File: src/rtl/core/gls_pkg.sv
// ----------------------------------------------------------------------------
// gls_pkg: shared types and constants for the grid line-of-sight unit
// Map geometry, fixed-point widths and the beat structs of both channels.
// ----------------------------------------------------------------------------
package gls_pkg;

	// Grid and fixed-point geometry
	localparam int GRID_BITS = 6;
	localparam int FRAC_BITS = 8;
	localparam int COORD_W   = 14;
	localparam int CELL_W    = COORD_W - FRAC_BITS;
	localparam int MAP_SIDE  = (GRID_BITS < 6) ? (1 << GRID_BITS) : 64;
	localparam int ROW_W     = $clog2(MAP_SIDE);
	localparam int MAP_W     = 64;
	localparam int ROW_IDX_W = 6;
	localparam int FRAC_ONE  = 1 << FRAC_BITS;

	// Walk position may leave the map by up to the move bound on either side
	localparam int POS_W   = CELL_W + 3;
	localparam int WALK_W  = 8;
	localparam int NDIST_W = FRAC_BITS + CELL_W + 2;
	localparam int PROD_W  = NDIST_W + COORD_W;

	// Item kinds
	localparam logic MODE_WRITE = 1'b0;
	localparam logic MODE_QUERY = 1'b1;

	typedef struct packed {
		logic                 mode;
		logic [ROW_IDX_W-1:0] map_row;
		logic [MAP_W-1:0]     row_bits;
		logic [COORD_W-1:0]   start_x;
		logic [COORD_W-1:0]   start_z;
		logic [COORD_W-1:0]   end_x;
		logic [COORD_W-1:0]   end_z;
	} gls_in_t;

	typedef struct packed {
		logic              visible;
		logic [WALK_W-1:0] cells_walked;
		logic              overrun;
	} gls_out_t;

	typedef struct packed {
		logic             we;
		logic [ROW_W-1:0] waddr;
		logic [MAP_W-1:0] wdata;
		logic [ROW_W-1:0] raddr;
	} gls_ram_req_t;

endpackage

File: src/rtl/core/gls_map_ram.sv
// ----------------------------------------------------------------------------
// gls_map_ram: walkability bitmap storage
// One row per entry, one write port and one read port, registered read data.
// ----------------------------------------------------------------------------
module gls_map_ram (
	input  logic                           clk,
	input  gls_pkg::gls_ram_req_t          req,
	output logic [gls_pkg::MAP_W-1:0]      rdata
);
	import gls_pkg::*;

	logic [MAP_W-1:0] mem [MAP_SIDE];
	logic [MAP_W-1:0] rdata_q;

	// Write one row, read one row a cycle
	always_ff @(posedge clk) begin
		if (req.we) begin
			mem[req.waddr] <= req.wdata;
		end
		rdata_q <= mem[req.raddr];
	end

	assign rdata = rdata_q;

endmodule

File: config.mk
export PLATFORM = sky130hd
export DESIGN_NAME = gls_map_ram
export DESIGN_NICKNAME = d
export VERILOG_FILES = /design/src/rtl/core/gls_pkg.sv /design/src/rtl/core/gls_map_ram.sv
export SDC_FILE = /design/constraint.sdc
export NUM_CORES = 2
export LEC_CHECK = 0
export BUFFER_PORTS_ARGS = -buffer_cell sky130_fd_sc_hd__buf_2
export CAP_MARGIN = 20
export CELL_PAD_IN_SITES_DETAIL_PLACEMENT = 0
export CELL_PAD_IN_SITES_GLOBAL_PLACEMENT = 1
export CORE_MARGIN = 2
export CORE_UTILIZATION = 30
export CTS_CLUSTER_DIAMETER = 100
export DETAILED_ROUTE_END_ITERATION = 8
export GPL_TIMING_DRIVEN = 0
export PLACE_DENSITY = 0.43
export SLEW_MARGIN = 20
export SYNTH_ARGS = -nofsm -noshare
export SYNTH_HDL_FRONTEND = slang
export SYNTH_SLANG_ARGS = --single-unit
File: constraint.sdc
create_clock -name clk -period 13.8 [get_ports clk]
set_clock_uncertainty 0.05 [all_clocks]
set_input_delay 3.45 -clock clk [delete_from_list [all_inputs] [get_ports clk]]
set_output_delay 3.45 -clock clk [all_outputs]
set_load 0.02 [all_outputs]
==> metrics.yaml <==
status:
  status: "completed"
clock_network:
  clk_latency_ps: 1050
  path_clk_slew_ps: 60
  cts_htree_levels: 5
  post-cts-setup-buffers: 0
  cts-root-buf: "clkbuf_16"
  cts_buffers: 463
  cts_tree: "built"
  postCtsHoldBufs: 0
  post_cts_resized: 0
  cts.sinks: 4160
  clockBufferDepth: 4
sta:
  setup_slack_ps: 6780
  period_minus_slack_ps: 7020
  setup_viol: 0
  tns_ps: 0
  slew_violations: 0
  hold_viol_final: 0
  period_share: 0.509
  fmax_mhz: 142
  tightest_slew_ps: 1280
  rsz0062_at_grt: "no"
  maxSlewHeadroom: 0.146
yosys:
  yosysSeqAreaShare: 0.795
  syn-cell-area_um2: 156000
  yosys_warnings: 0
  yosys-top-cells-count: "4096 x edfxtp_1, 1024 x mux4_2, 170 x buf_2, 168 x a22oi_1, 140 x clkbuf_1"
  synthArstFlopShare: 0
  synth_cells: 6598
  avgSynthCellArea_um2: 23.7
  synth_edf_count: 4096
  synth_ff_type: "edfxtp_1"
  synth.top_cell.area_share: 0.787
  ys_ff_latch: 4160
  yosysTopAreaCell: "edfxtp_1"
  synth.most_common_cell: "edfxtp_1"
  netlist_top_cells_area: "edfxtp_1 79%, mux4_2 15%, mux2i_1 0.86%"
  syn_nets: 6676
  yosysUniqueCellTypes: 33
critical_path:
  crit_arrival_ps: 7760
  critical_path.startpoint: "req[2]"
  crit_chain: "buf_2 > buf_4 > buf_2 > buf_2 > buf_4 > mux2i_1 > o22ai_1 > a41oi_2 > a211oi_1"
  cp_max_fo: 10
  r2r_slack_ps: 10810
  path_common_cell: "buf_2"
  r2r-start: "mem[13][50]"
  rr_endpoint: "rdata[50]"
  cp-endpoint: "rdata[40]"
  ff2ff_path_depth: 5
  slowest_stage: "a211oi_1"
  cp_slowest_stage_delay_ps: 900
  start_kind: "primary input"
  critPathCaptureType: "flip-flop"
  path_class: "primary input to flip-flop"
  crit_required_ps: 14540
detailed_routing:
  drt-vias-per-instance: 5.03
  wl_um: 509000
  wl_per_cell_um: 34.2
  drc: 0
  first_iter_violations: 7783
  num_vias: 74900
  ant_nets: 0
  drt_first_pass_iters: 5
place:
  gp_congestion: 0.749
  place_inst: 14000
  portBuffers: 133
  dp_hpwl_um: 354000
  pre_cts_ws_ps: 5590
die:
  rows: 265
  core_um2: 520000
  io_pins: 142
  die-area_um2: 527000
  dieHeight_um: 726
  die_w_um: 726
  initial_core_util: 0.301
grt:
  grt_max_degree: 65
  grt_pass1_vias: 78500
  grt_pass1_wl_um: 687000
  antenna_found_initial: 71
  grt_use_total: 0.190
  overflow: 0
pwr:
  cellPowerDensity_nw_per_um2: 146
  peakVddDrop_v: 0.000108
  power.leakage_nw: 58.4
  fin_total_pwr_w: 0.0275
finish:
  fin_util: 0.362
  instances_no_fill: 14900
  fillCellCount: 47800
  layout.nets: 7600
  drive_above_1_share: 0.313
  area_growth_pct: 20.4
hold_path:
  hp-class: "flip-flop to flip-flop"
job:
  drv_cap: 0
## stage by stage
| step | area [um2] | hold slack, ps |
|---|---|---|
| after global placement | 166000 | 929 |
| after floorplan | 156000 | 738 |
| final | 188000 | 888 |
| after CTS | 188000 | 920 |
| after global routing | 188000 | 932 |
| after detailed placement | 173000 | 926 |
## per-layer routing
layer / GRT usage / vias to the layer above / part of all wire
li1: - / 30500 / -
met1: 0.258 / 41700 / 0.43
met2: 0.324 / 2116 / 0.50
met3: 0.0284 / 529 / 0.052
met4: 0.0408 / 12 / 0.022
met5: 0 / - / 0.00015
## where the power goes
| group | switching, W | total [W] | internal, W | leakage [nW] |
|---|---|---|---|---|
| registers | 0.0000245 | 0.0140 | 0.0140 | 37.4 |
| clock network | 0.00511 | 0.0119 | 0.00684 | 7.14 |
| logic | 0.00103 | 0.00152 | 0.000481 | 13.8 |
## layout by cell type (no fill, tap or decap), types with 12 or more instances in the layout
cell type | netlist | layout
bufinv_16 | 0 | 23
clkbuf_16 | 0 | 474
a2bb2oi_1 | 19 | 19
diode_2 | 0 | 32
clkinv_2 | 0 | 74
a41oi_1 | 26 | 14
mux4_2 | 1024 | 1024
nand3_1 | 45 | 45
o221ai_1 | 38 | 38
or2_2 | 28 | 28
mux2i_1 | 135 | 135
buf_16 | 0 | 109
inv_1 | 19 | 19
a22o_1 | 88 | 88
nor2_4 | 0 | 63
a22oi_1 | 168 | 168
buf_12 | 0 | 179
clkbuf_1 | 140 | 250
dfxtp_1 | 64 | 64
nand2_1 | 58 | 58
nor2b_1 | 28 | 27
and3_1 | 64 | 64
o22ai_1 | 83 | 77
clkbuf_8 | 0 | 24
edfxtp_1 | 4096 | 4096
buf_1 | 20 | 17
buf_4 | 34 | 119
nor2_1 | 112 | 48
a41oi_2 | 0 | 12
or3_1 | 29 | 29
buf_6 | 6 | 20
a211oi_1 | 63 | 54
clkinv_1 | 0 | 92
buf_2 | 170 | 243
## flip-flops by register name, indices dropped and copies added, names as in the netlist
| register | count |
|---|---|
| mem | 4096 |
| rdata | 64 |
## cells by family (layout without fill, tap and decap cells)
logic type | Yosys count | count (layout) | share of synthesized area
multiplexers | 1159 | 1159 | 0.156
other | 0 | 32 | 0
AO/OA/AOI/OAI | 504 | 504 | 0.0248
buffers and inverters | 389 | 1695 | 0.0118
flip-flops | 4160 | 4160 | 0.795
AND/OR/NAND/NOR | 386 | 386 | 0.0124
## how the worst min path moves through the flow
stage                            to  slack, ps         from  cells past startpoint
after floorplan           rdata[61]        740  mem[30][61]                      4
after global placement    rdata[18]        930  mem[36][18]                      4
after detailed placement  rdata[10]        930  mem[35][10]                      4
after CTS                 rdata[16]        920  mem[44][16]                      4
after global routing      rdata[16]        930  mem[47][16]                      4
final                     rdata[16]        890  mem[44][16]                      4
## final cells by class
| class | count | area [um2] | share of cell area |
|---|---|---|---|
| plain buffers | 370 | 1800 | 0.00954 |
| flip-flops and latches | 4160 | 124000 | 0.660 |
| clock buffers | 620 | 12600 | 0.0672 |
| multi-input cells | 2049 | 30900 | 0.164 |
| clock inverters | 227 | 1940 | 0.0103 |
| inverters | 19 | 71.3 | 0.000379 |
| diodes | 32 | 80.1 | 0.000426 |
| repair buffers | 459 | 7760 | 0.0412 |
| well taps | 6942 | 8690 | 0.0462 |
## worst max-delay path: cells and delay by family
kind | cells | cell delay, ps
buffers and inverters | 5 | 2350
AO/OA/AOI/OAI | 3 | 1690
multiplexers | 1 | 130
Power figures use the tool's default switching activity.
