==> src/rtl/core/gls_pkg.sv <==
// ----------------------------------------------------------------------------
// gls_pkg: shared types and constants for the grid line-of-sight unit
// Map geometry, fixed-point widths and the beat structs of both channels.
// ----------------------------------------------------------------------------
package gls_pkg;

	// Grid and fixed-point geometry
	localparam int GRID_BITS = 6;
	localparam int FRAC_BITS = 8;
	localparam int COORD_W   = 14;
	localparam int CELL_W    = COORD_W - FRAC_BITS;
	localparam int MAP_SIDE  = (GRID_BITS < 6) ? (1 << GRID_BITS) : 64;
	localparam int ROW_W     = $clog2(MAP_SIDE);
	localparam int MAP_W     = 64;
	localparam int ROW_IDX_W = 6;
	localparam int FRAC_ONE  = 1 << FRAC_BITS;

	// Walk position may leave the map by up to the move bound on either side
	localparam int POS_W   = CELL_W + 3;
	localparam int WALK_W  = 8;
	localparam int NDIST_W = FRAC_BITS + CELL_W + 2;
	localparam int PROD_W  = NDIST_W + COORD_W;

	// Item kinds
	localparam logic MODE_WRITE = 1'b0;
	localparam logic MODE_QUERY = 1'b1;

	typedef struct packed {
		logic                 mode;
		logic [ROW_IDX_W-1:0] map_row;
		logic [MAP_W-1:0]     row_bits;
		logic [COORD_W-1:0]   start_x;
		logic [COORD_W-1:0]   start_z;
		logic [COORD_W-1:0]   end_x;
		logic [COORD_W-1:0]   end_z;
	} gls_in_t;

	typedef struct packed {
		logic              visible;
		logic [WALK_W-1:0] cells_walked;
		logic              overrun;
	} gls_out_t;

	typedef struct packed {
		logic             we;
		logic [ROW_W-1:0] waddr;
		logic [MAP_W-1:0] wdata;
		logic [ROW_W-1:0] raddr;
	} gls_ram_req_t;

endpackage

==> src/rtl/core/gls_walker.sv <==
// ----------------------------------------------------------------------------
// gls_walker: cell walk sequencer
// Loads map rows, and for a query steps cell by cell along the segment,
// reading one map row per check and comparing step times by cross products.
// ----------------------------------------------------------------------------
module gls_walker (
	input  logic                         clk,
	input  logic                         arst_n,
	input  logic                         edge_blocked,
	input  logic                         in_valid,
	output logic                         in_stall,
	input  gls_pkg::gls_in_t             in_data,
	output logic                         res_valid,
	input  logic                         res_take,
	output gls_pkg::gls_out_t            res_data,
	output gls_pkg::gls_ram_req_t        ram_req,
	input  logic [gls_pkg::MAP_W-1:0]    ram_rdata
);
	import gls_pkg::*;

	localparam logic [2:0] ST_IDLE     = 3'd0;
	localparam logic [2:0] ST_RD       = 3'd1;
	localparam logic [2:0] ST_CHK      = 3'd2;
	localparam logic [2:0] ST_RD_SIDE  = 3'd3;
	localparam logic [2:0] ST_CHK_SIDE = 3'd4;
	localparam logic [2:0] ST_DONE     = 3'd5;

	localparam logic [1:0] MV_X = 2'd0;
	localparam logic [1:0] MV_Z = 2'd1;
	localparam logic [1:0] MV_C = 2'd2;

	function automatic logic cell_ok(input logic [POS_W-1:0] x, input logic [POS_W-1:0] z,
			input logic [MAP_W-1:0] row, input logic eb);
		logic in_map;
		in_map = !x[POS_W-1] && !z[POS_W-1] &&
			(x < POS_W'(MAP_SIDE)) && (z < POS_W'(MAP_SIDE));
		return in_map ? row[x[ROW_W-1:0]] : !eb;
	endfunction

	logic [2:0]         state_q;
	logic [POS_W-1:0]   cx_q, cz_q;
	logic [CELL_W-1:0]  x1_q, z1_q;
	logic [COORD_W-1:0] adx_q, adz_q;
	logic               sx_pos_q, sz_pos_q;
	logic [NDIST_W-1:0] nx_q, nz_q;
	logic [WALK_W-1:0]  bound_q, walked_q;
	logic [PROD_W-1:0]  tx_q, tz_q;
	logic               visible_q, overrun_q;

	// Query setup
	logic [CELL_W-1:0]  x0_c, z0_c, x1_c, z1_c, ddx_c, ddz_c;
	logic               dx_pos_c, dz_pos_c;
	logic [COORD_W-1:0] adx_c, adz_c;
	logic [NDIST_W-1:0] nx_init_c, nz_init_c;
	logic [WALK_W-1:0]  bound_c;

	always_comb begin
		x0_c     = in_data.start_x[COORD_W-1:FRAC_BITS];
		z0_c     = in_data.start_z[COORD_W-1:FRAC_BITS];
		x1_c     = in_data.end_x[COORD_W-1:FRAC_BITS];
		z1_c     = in_data.end_z[COORD_W-1:FRAC_BITS];
		dx_pos_c = in_data.end_x > in_data.start_x;
		dz_pos_c = in_data.end_z > in_data.start_z;
		adx_c    = dx_pos_c ? in_data.end_x - in_data.start_x : in_data.start_x - in_data.end_x;
		adz_c    = dz_pos_c ? in_data.end_z - in_data.start_z : in_data.start_z - in_data.end_z;
		nx_init_c = dx_pos_c ?
			NDIST_W'(FRAC_ONE) - NDIST_W'(in_data.start_x[FRAC_BITS-1:0]) :
			NDIST_W'(in_data.start_x[FRAC_BITS-1:0]);
		nz_init_c = dz_pos_c ?
			NDIST_W'(FRAC_ONE) - NDIST_W'(in_data.start_z[FRAC_BITS-1:0]) :
			NDIST_W'(in_data.start_z[FRAC_BITS-1:0]);
		ddx_c   = (x1_c >= x0_c) ? x1_c - x0_c : x0_c - x1_c;
		ddz_c   = (z1_c >= z0_c) ? z1_c - z0_c : z0_c - z1_c;
		bound_c = WALK_W'(ddx_c) + WALK_W'(ddz_c);
	end

	// Step decision
	logic [POS_W-1:0]   cx_nx, cz_nx;
	logic               cur_ok, at_end, side_x_ok, side_z_ok, over;
	logic [1:0]         which;
	logic [WALK_W:0]    walked_inc;

	always_comb begin
		cx_nx     = sx_pos_q ? cx_q + POS_W'(1) : cx_q - POS_W'(1);
		cz_nx     = sz_pos_q ? cz_q + POS_W'(1) : cz_q - POS_W'(1);
		cur_ok    = cell_ok(cx_q, cz_q, ram_rdata, edge_blocked);
		side_x_ok = cell_ok(cx_nx, cz_q, ram_rdata, edge_blocked);
		side_z_ok = cell_ok(cx_q, cz_nx, ram_rdata, edge_blocked);
		at_end    = (cx_q == POS_W'(x1_q)) && (cz_q == POS_W'(z1_q));
		if (adx_q == '0 && adz_q == '0) begin
			which = MV_C;
		end else if (adx_q == '0) begin
			which = MV_Z;
		end else if (adz_q == '0) begin
			which = MV_X;
		end else if (tx_q < tz_q) begin
			which = MV_X;
		end else if (tz_q < tx_q) begin
			which = MV_Z;
		end else begin
			which = MV_C;
		end
		walked_inc = {1'b0, walked_q} + ((which == MV_C) ? (WALK_W+1)'(2) : (WALK_W+1)'(1));
		over       = walked_inc > {1'b0, bound_q};
	end

	// Map port: rows are written only between items
	always_comb begin
		ram_req.we    = (state_q == ST_IDLE) && in_valid && (in_data.mode == MODE_WRITE) &&
			((ROW_IDX_W+1)'(in_data.map_row) < (ROW_IDX_W+1)'(MAP_SIDE));
		ram_req.waddr = in_data.map_row[ROW_W-1:0];
		ram_req.wdata = in_data.row_bits;
		ram_req.raddr = (state_q == ST_RD_SIDE) ? cz_nx[ROW_W-1:0] : cz_q[ROW_W-1:0];
	end

	// Sequencer control
	always_ff @(posedge clk or negedge arst_n) begin
		if (!arst_n) begin
			state_q <= ST_IDLE;
		end else begin
			case (state_q)
				ST_IDLE: begin
					if (in_valid) begin
						state_q <= (in_data.mode == MODE_WRITE) ? ST_DONE : ST_RD;
					end
				end
				ST_RD: begin
					state_q <= ST_CHK;
				end
				ST_CHK: begin
					if (!cur_ok || at_end || over) begin
						state_q <= ST_DONE;
					end else if (which == MV_C) begin
						state_q <= side_x_ok ? ST_RD_SIDE : ST_DONE;
					end else begin
						state_q <= ST_RD;
					end
				end
				ST_RD_SIDE: begin
					state_q <= ST_CHK_SIDE;
				end
				ST_CHK_SIDE: begin
					state_q <= side_z_ok ? ST_RD : ST_DONE;
				end
				ST_DONE: begin
					if (res_take) begin
						state_q <= ST_IDLE;
					end
				end
				default: begin
					state_q <= ST_IDLE;
				end
			endcase
		end
	end

	// Walk datapath
	always_ff @(posedge clk) begin
		case (state_q)
			ST_IDLE: begin
				cx_q      <= POS_W'(x0_c);
				cz_q      <= POS_W'(z0_c);
				x1_q      <= x1_c;
				z1_q      <= z1_c;
				adx_q     <= adx_c;
				adz_q     <= adz_c;
				sx_pos_q  <= dx_pos_c;
				sz_pos_q  <= dz_pos_c;
				nx_q      <= nx_init_c;
				nz_q      <= nz_init_c;
				bound_q   <= (in_data.mode == MODE_WRITE) ? '0 : bound_c;
				walked_q  <= '0;
				visible_q <= 1'b0;
				overrun_q <= 1'b0;
			end
			ST_RD: begin
				tx_q <= PROD_W'(nx_q) * PROD_W'(adz_q);
				tz_q <= PROD_W'(nz_q) * PROD_W'(adx_q);
			end
			ST_CHK: begin
				if (cur_ok && at_end) begin
					visible_q <= 1'b1;
				end else if (cur_ok && over) begin
					overrun_q <= 1'b1;
				end else if (cur_ok && which == MV_X) begin
					cx_q     <= cx_nx;
					nx_q     <= nx_q + NDIST_W'(FRAC_ONE);
					walked_q <= walked_inc[WALK_W-1:0];
				end else if (cur_ok && which == MV_Z) begin
					cz_q     <= cz_nx;
					nz_q     <= nz_q + NDIST_W'(FRAC_ONE);
					walked_q <= walked_inc[WALK_W-1:0];
				end
			end
			ST_CHK_SIDE: begin
				if (side_z_ok) begin
					cx_q     <= cx_nx;
					cz_q     <= cz_nx;
					nx_q     <= nx_q + NDIST_W'(FRAC_ONE);
					nz_q     <= nz_q + NDIST_W'(FRAC_ONE);
					walked_q <= walked_q + WALK_W'(2);
				end
			end
			default: begin
			end
		endcase
	end

	assign in_stall  = (state_q != ST_IDLE);
	assign res_valid = (state_q == ST_DONE);
	assign res_data  = '{visible: visible_q, cells_walked: walked_q, overrun: overrun_q};

	// Checks
	a_walk_in_bound: assert property (@(posedge clk) disable iff (!arst_n)
		(state_q != ST_IDLE) |-> (walked_q <= bound_q))
		else $error("walk count passed the move bound");

	a_vis_not_over: assert property (@(posedge clk) disable iff (!arst_n)
		res_valid |-> !(res_data.visible && res_data.overrun))
		else $error("result both visible and overrun");

	a_side_follows: assert property (@(posedge clk) disable iff (!arst_n)
		(state_q == ST_RD_SIDE) |=> (state_q == ST_CHK_SIDE))
		else $error("side row read not followed by its check");

	a_write_idle: assert property (@(posedge clk) disable iff (!arst_n)
		ram_req.we |-> (state_q == ST_IDLE && in_data.mode == MODE_WRITE))
		else $error("map write outside an accepted write beat");

endmodule

==> config.mk <==
export PLATFORM = sky130hd
export DESIGN_NAME = gls_walker
export DESIGN_NICKNAME = d
export VERILOG_FILES = /design/src/rtl/core/gls_pkg.sv /design/src/rtl/core/gls_walker.sv
export SDC_FILE = /design/constraint.sdc
export NUM_CORES = 2
export LEC_CHECK = 0
export BUFFER_PORTS_ARGS = -buffer_cell sky130_fd_sc_hd__buf_2
export CAP_MARGIN = 20
export CORE_ASPECT_RATIO = 0.6
export CORE_MARGIN = 2
export CORE_UTILIZATION = 52
export DETAILED_ROUTE_END_ITERATION = 8
export PLACE_DENSITY = 0.73
export SLEW_MARGIN = 20
export SYNTH_ARGS = -nofsm -noshare
export SYNTH_HDL_FRONTEND = slang
export SYNTH_SLANG_ARGS = --single-unit
==> constraint.sdc <==
create_clock -name clk -period 12.18 [get_ports clk]
set_clock_uncertainty 0.05 [all_clocks]
set_input_delay 0.609 -clock clk [delete_from_list [all_inputs] [get_ports clk]]
set_output_delay 0.609 -clock clk [all_outputs]
set_load 0.02 [all_outputs]
==> flow_results.org <==
** Finish
- Area growth from synthesis to layout :: 4.36%
- In the final layout, the share of cells above drive strength 1 is 0.0899.
- Number of nets in the layout :: 3728
- Most frequent cells in the layout :: sky130_fd_sc_hd__inv_1 (468), sky130_fd_sc_hd__nand2_1 (359), sky130_fd_sc_hd__fa_1 (341), sky130_fd_sc_hd__ha_1 (310), sky130_fd_sc_hd__and2_1 (188)
- The library cell used most frequently in the layout, excluding fill and tap cells, is sky130_fd_sc_hd__inv_1.
- Layout filler cell count :: 4641

** Logic synthesis
- Number of flops mapped to enable cells by yosys :: 169
- Avg Synthesized Cell Area :: 9.49 µm²
- The synthesized netlist occupies a cell area of 27500 µm².
- Synthesis produced a netlist with a net count of 3749.
- Synthesis produced 2901 cells.
- Syn. warnings :: 0
- Counting distinct cell types in the post-synthesis netlist gives 78.
- Number of synthesized register bits :: 172
- After synthesis, the share of flip-flops with an asynchronous set or reset is 0.0174.
- Primary FF master, synth :: sky130_fd_sc_hd__edfxtp_1
- Fraction of the yosys area taken by sequential cells :: 0.187

** Global route
- The number of antenna violations at the first check in global routing was 1.
- Entering global routing, the biggest net connects 62 pins.
- The total overflow left after global routing is 0.
- Global-route wire length before repair :: 116 mm
- The via count of the first global-routing pass came to 21200.
- Overall routing resource usage :: 0.269

** Placement
- Total half-perimeter wirelength after legalization and detailed placement :: 58.6 mm
- Count of buffers inserted at the top-level ports :: 144
- Routability-driven placement finished with a final weighted congestion of 0.927.

** Clock network
- Clock-pin slew on the worst setup and hold paths :: 80 ps
- CTS placed an instance of sky130_fd_sc_hd__clkbuf_16 at the clock tree root.
- Buffers inserted during clock tree synthesis total 17.
- Count of buffers added by post-CTS timing repair for setup :: 0
- The tree built by TritonCTS fans out to 172 sinks.
- TritonCTS clock tree :: yes
- The later pin in the worst-skew pair is clocked with a latency of 470 ps.
- In this run the number of H-tree levels came out at 4.
- Gates resized, CTS repair :: 0
- Clk buf depth :: 2

** Setup path
- By startpoint and endpoint, the worst setup path is classified as reg2reg.
- STA classifies the critical path endpoint as a register.
- Arrival time worst endpoint :: 7200 ps
- STA classifies the critical path startpoint as a register.
- Buffers plus inverters on the worst setup path :: 3
- Kind of cell adding the most delay to the critical path :: adder cells
- The slowest stage of the critical path belongs to the cell sky130_fd_sc_hd__edfxtp_1.
- Largest fanout of any net on the critical path :: 17
- Critical path's most frequent cell :: sky130_fd_sc_hd__fa_1
- The critical path goes through nand2_1, fa_1, fa_1, inv_1, fa_1, inv_1, fa_1, inv_1, fa_1, fa_1, ha_1, a21o_1, a21o_1, a21o_1, a21oi_1, o21ai_1, a2111oi_0, nor2_1, a211o_1, a21oi_1, xnor2_1.
- For this run, the slowest stage of the critical path takes 700 ps.
- STA puts the critical path data required time at 12350 ps.

** Detailed routing
- Wire length reported by the detailed router :: 71.1 mm
- After detailed routing, the average wire length per cell comes to 19.8 µm.
- Violation count after the first detailed-route iteration :: 1882
- The pre-antenna-repair detailed-routing pass consisted of 5 iterations.
- Summing over every cut layer, the via total after detailed routing is 20344.
- Routed vias/inst :: 5.66
- DRC violation count after routing :: 0
- Antenna viol nets, final :: 0

** Floorplanning
- For this configuration, the core starts out at a cell density of 0.525.
- The floorplan has 65 rows.
- Die footprint :: 54800 µm²
- Floorplan Core Area :: 52500 µm²
- Measured along the y axis, the die boundary spans 182 µm.
- I/O pin count :: 285
- In this run the horizontal extent of the chip is 301 µm.

** STA
- Number of pins with negative max-slew slack in the final report :: 0
- Worst slew slack as a fraction of its limit :: 0.285
- For the pin with the worst max-slew slack, the measured transition is 1060 ps.
- Final hold violation count :: 0
- Timing-limited maximum frequency :: 142 MHz
- Setup TNS :: 0 ps
- Final period utilization :: 0.577
- Number of setup violations in the final report :: 0
- Counting I/O delays and the setup requirement, the final critical path takes 7030 ps.
- Setup repair after global routing left no endpoint under its margin.

** Job
- Max-cap violations in this run came to 0.

** Status
- Outcome :: complete, no violations

** Worst hold path
- Hold/Removal Path Class :: in2reg
-- per-stage QoR --
| stage | std cells | utilization | cell area (µm²) | worst slack (ps) | hold WS (ps) |
|---|---|---|---|---|---|
| 6_report | 3597 | 0.548 | 28700 | 5150 | 278 |
| 3_3_place_gp | 3563 | 0.537 | 28200 | 5310 | 366 |
| 3_5_place_dp | 3563 | 0.537 | 28200 | 5240 | 367 |
| 2_1_floorplan | 2901 | - | 27500 | 5720 | 263 |
| 5_1_grt | 3597 | 0.548 | 28700 | 4800 | 269 |
| 4_1_cts | 3596 | 0.547 | 28700 | 5190 | 271 |
-- worst reg2reg max path: stages, from the launching register on --
cell	delay, ps
sky130_fd_sc_hd__edfxtp_1	700
sky130_fd_sc_hd__nand2_1	160
sky130_fd_sc_hd__fa_1	530
sky130_fd_sc_hd__fa_1	580
sky130_fd_sc_hd__inv_1	70
sky130_fd_sc_hd__fa_1	540
sky130_fd_sc_hd__inv_1	70
sky130_fd_sc_hd__fa_1	540
sky130_fd_sc_hd__inv_1	60
sky130_fd_sc_hd__fa_1	510
sky130_fd_sc_hd__fa_1	500
sky130_fd_sc_hd__ha_1	380
sky130_fd_sc_hd__a21o_1	200
sky130_fd_sc_hd__a21o_1	170
sky130_fd_sc_hd__a21o_1	200
sky130_fd_sc_hd__a21oi_1	140
sky130_fd_sc_hd__o21ai_1	140
sky130_fd_sc_hd__a2111oi_0	480
sky130_fd_sc_hd__nor2_1	180
sky130_fd_sc_hd__a211o_1	300
sky130_fd_sc_hd__a21oi_1	190
sky130_fd_sc_hd__xnor2_1	80
-- final timing paths --
| kind | depth (start not counted) | to | slack [ps] | startpoint |
|---|---|---|---|---|
| setup / recovery | 21 | tz_q[28] | 5150 | adx_q[13] |
| hold / removal | 1 | z1_q[5] | 280 | in_data[13] |
| setup reg to reg | 21 | tz_q[28] | 5150 | adx_q[13] |
| hold reg to reg | 2 | walked_q[6] | 620 | walked_q[6] |
| max in group asynchronous | 2 | state_q[2] | 11440 | arst_n |
| min in group asynchronous | 2 | state_q[1] | 520 | arst_n |
-- registers in the layout, indices dropped and copies added, names as in the netlist --
register and cells:
tx_q 30, tz_q 30, nx_q 16, nz_q 16
adx_q 14, adz_q 14, cx_q 9, cz_q 9
walked_q 8, bound_q 7, x1_q 6, z1_q 6
state_q 3, overrun_q 1, sx_pos_q 1, sz_pos_q 1
visible_q 1
-- what timing repair did --
action | 4_1_cts | 5_1_grt
setup endpoints to repair | 0 | 0
endpoints found under the hold margin | 3 | 0
hold buffers | 1 | 0
-- layer usage --
metal / track usage / vias to the layer above / share of wire
met2: 0.398 / 863 / 0.42
li1: - / 9296 / -
met5: 0 / - / 0
met3: 0.0588 / 84 / 0.089
met1: 0.404 / 10101 / 0.47
met4: 0.0597 / 0 / 0.017
-- logic make-up after synthesis --
logic type | after synthesis | synth area share
adders and majority gates | 652 | 0.390
buffers and inverters | 665 | 0.102
xor gates and xnor gates | 143 | 0.0455
muxes | 83 | 0.0483
DFF | 172 | 0.187
and+or+nand+nor | 834 | 0.146
AOI/OAI and AO/OA | 352 | 0.0807
-- final cells by class --
class	count	area (µm²)	share of cell area
Clock inverter	13	110	0.00383
Tap cell	703	880	0.0306
Sequential cell	172	5150	0.179
Multi-Input combinational cell	2064	19600	0.682
Inverter	470	1760	0.0614
Timing Repair Buffer	155	806	0.0281
Clock buffer	19	433	0.0151
Antenna cell	1	2.50	0.0000871
-- cell usage after synthesis, types with 5 or more instances --
| cell type | number | area, µm² |
|---|---|---|
| sky130_fd_sc_hd__edfxtp_1 | 169 | 5070 |
| sky130_fd_sc_hd__o21bai_1 | 17 | 128 |
| sky130_fd_sc_hd__nor2b_1 | 26 | 163 |
| sky130_fd_sc_hd__nand3_1 | 38 | 190 |
| sky130_fd_sc_hd__xor2_1 | 43 | 377 |
| sky130_fd_sc_hd__buf_2 | 13 | 65.1 |
| sky130_fd_sc_hd__nor3_1 | 16 | 80.1 |
| sky130_fd_sc_hd__a21o_1 | 44 | 330 |
| sky130_fd_sc_hd__and2_1 | 188 | 1180 |
| sky130_fd_sc_hd__o211ai_1 | 6 | 45.0 |
| sky130_fd_sc_hd__nor3b_1 | 5 | 37.5 |
| sky130_fd_sc_hd__inv_1 | 469 | 1760 |
| sky130_fd_sc_hd__o21ai_1 | 5 | 25.0 |
| sky130_fd_sc_hd__ha_1 | 310 | 3880 |
| sky130_fd_sc_hd__nand2b_1 | 19 | 119 |
| sky130_fd_sc_hd__mux2_2 | 15 | 169 |
| sky130_fd_sc_hd__and4_1 | 6 | 52.6 |
| sky130_fd_sc_hd__nor4_1 | 13 | 81.3 |
| sky130_fd_sc_hd__mux2i_1 | 29 | 290 |
| sky130_fd_sc_hd__clkbuf_1 | 101 | 379 |
| sky130_fd_sc_hd__nand4_1 | 17 | 106 |
| sky130_fd_sc_hd__fa_1 | 342 | 6850 |
| sky130_fd_sc_hd__or3_1 | 8 | 50.1 |
| sky130_fd_sc_hd__buf_4 | 75 | 563 |
| sky130_fd_sc_hd__and3_1 | 15 | 93.8 |
| sky130_fd_sc_hd__nor2_1 | 110 | 413 |
| sky130_fd_sc_hd__o31ai_1 | 8 | 60.1 |
| sky130_fd_sc_hd__a211o_1 | 5 | 43.8 |
| sky130_fd_sc_hd__xnor2_1 | 100 | 876 |
| sky130_fd_sc_hd__mux4_2 | 38 | 856 |
| sky130_fd_sc_hd__o21a_1 | 10 | 75.1 |
| sky130_fd_sc_hd__a31oi_1 | 12 | 75.1 |
| sky130_fd_sc_hd__nand2_1 | 359 | 1350 |
| sky130_fd_sc_hd__a21oi_1 | 125 | 626 |
| sky130_fd_sc_hd__o21ai_0 | 71 | 355 |
Power is left out: the tool's default activity adds up to more than one toggle a clock period on the data nets, which glitch-free logic cannot reach.
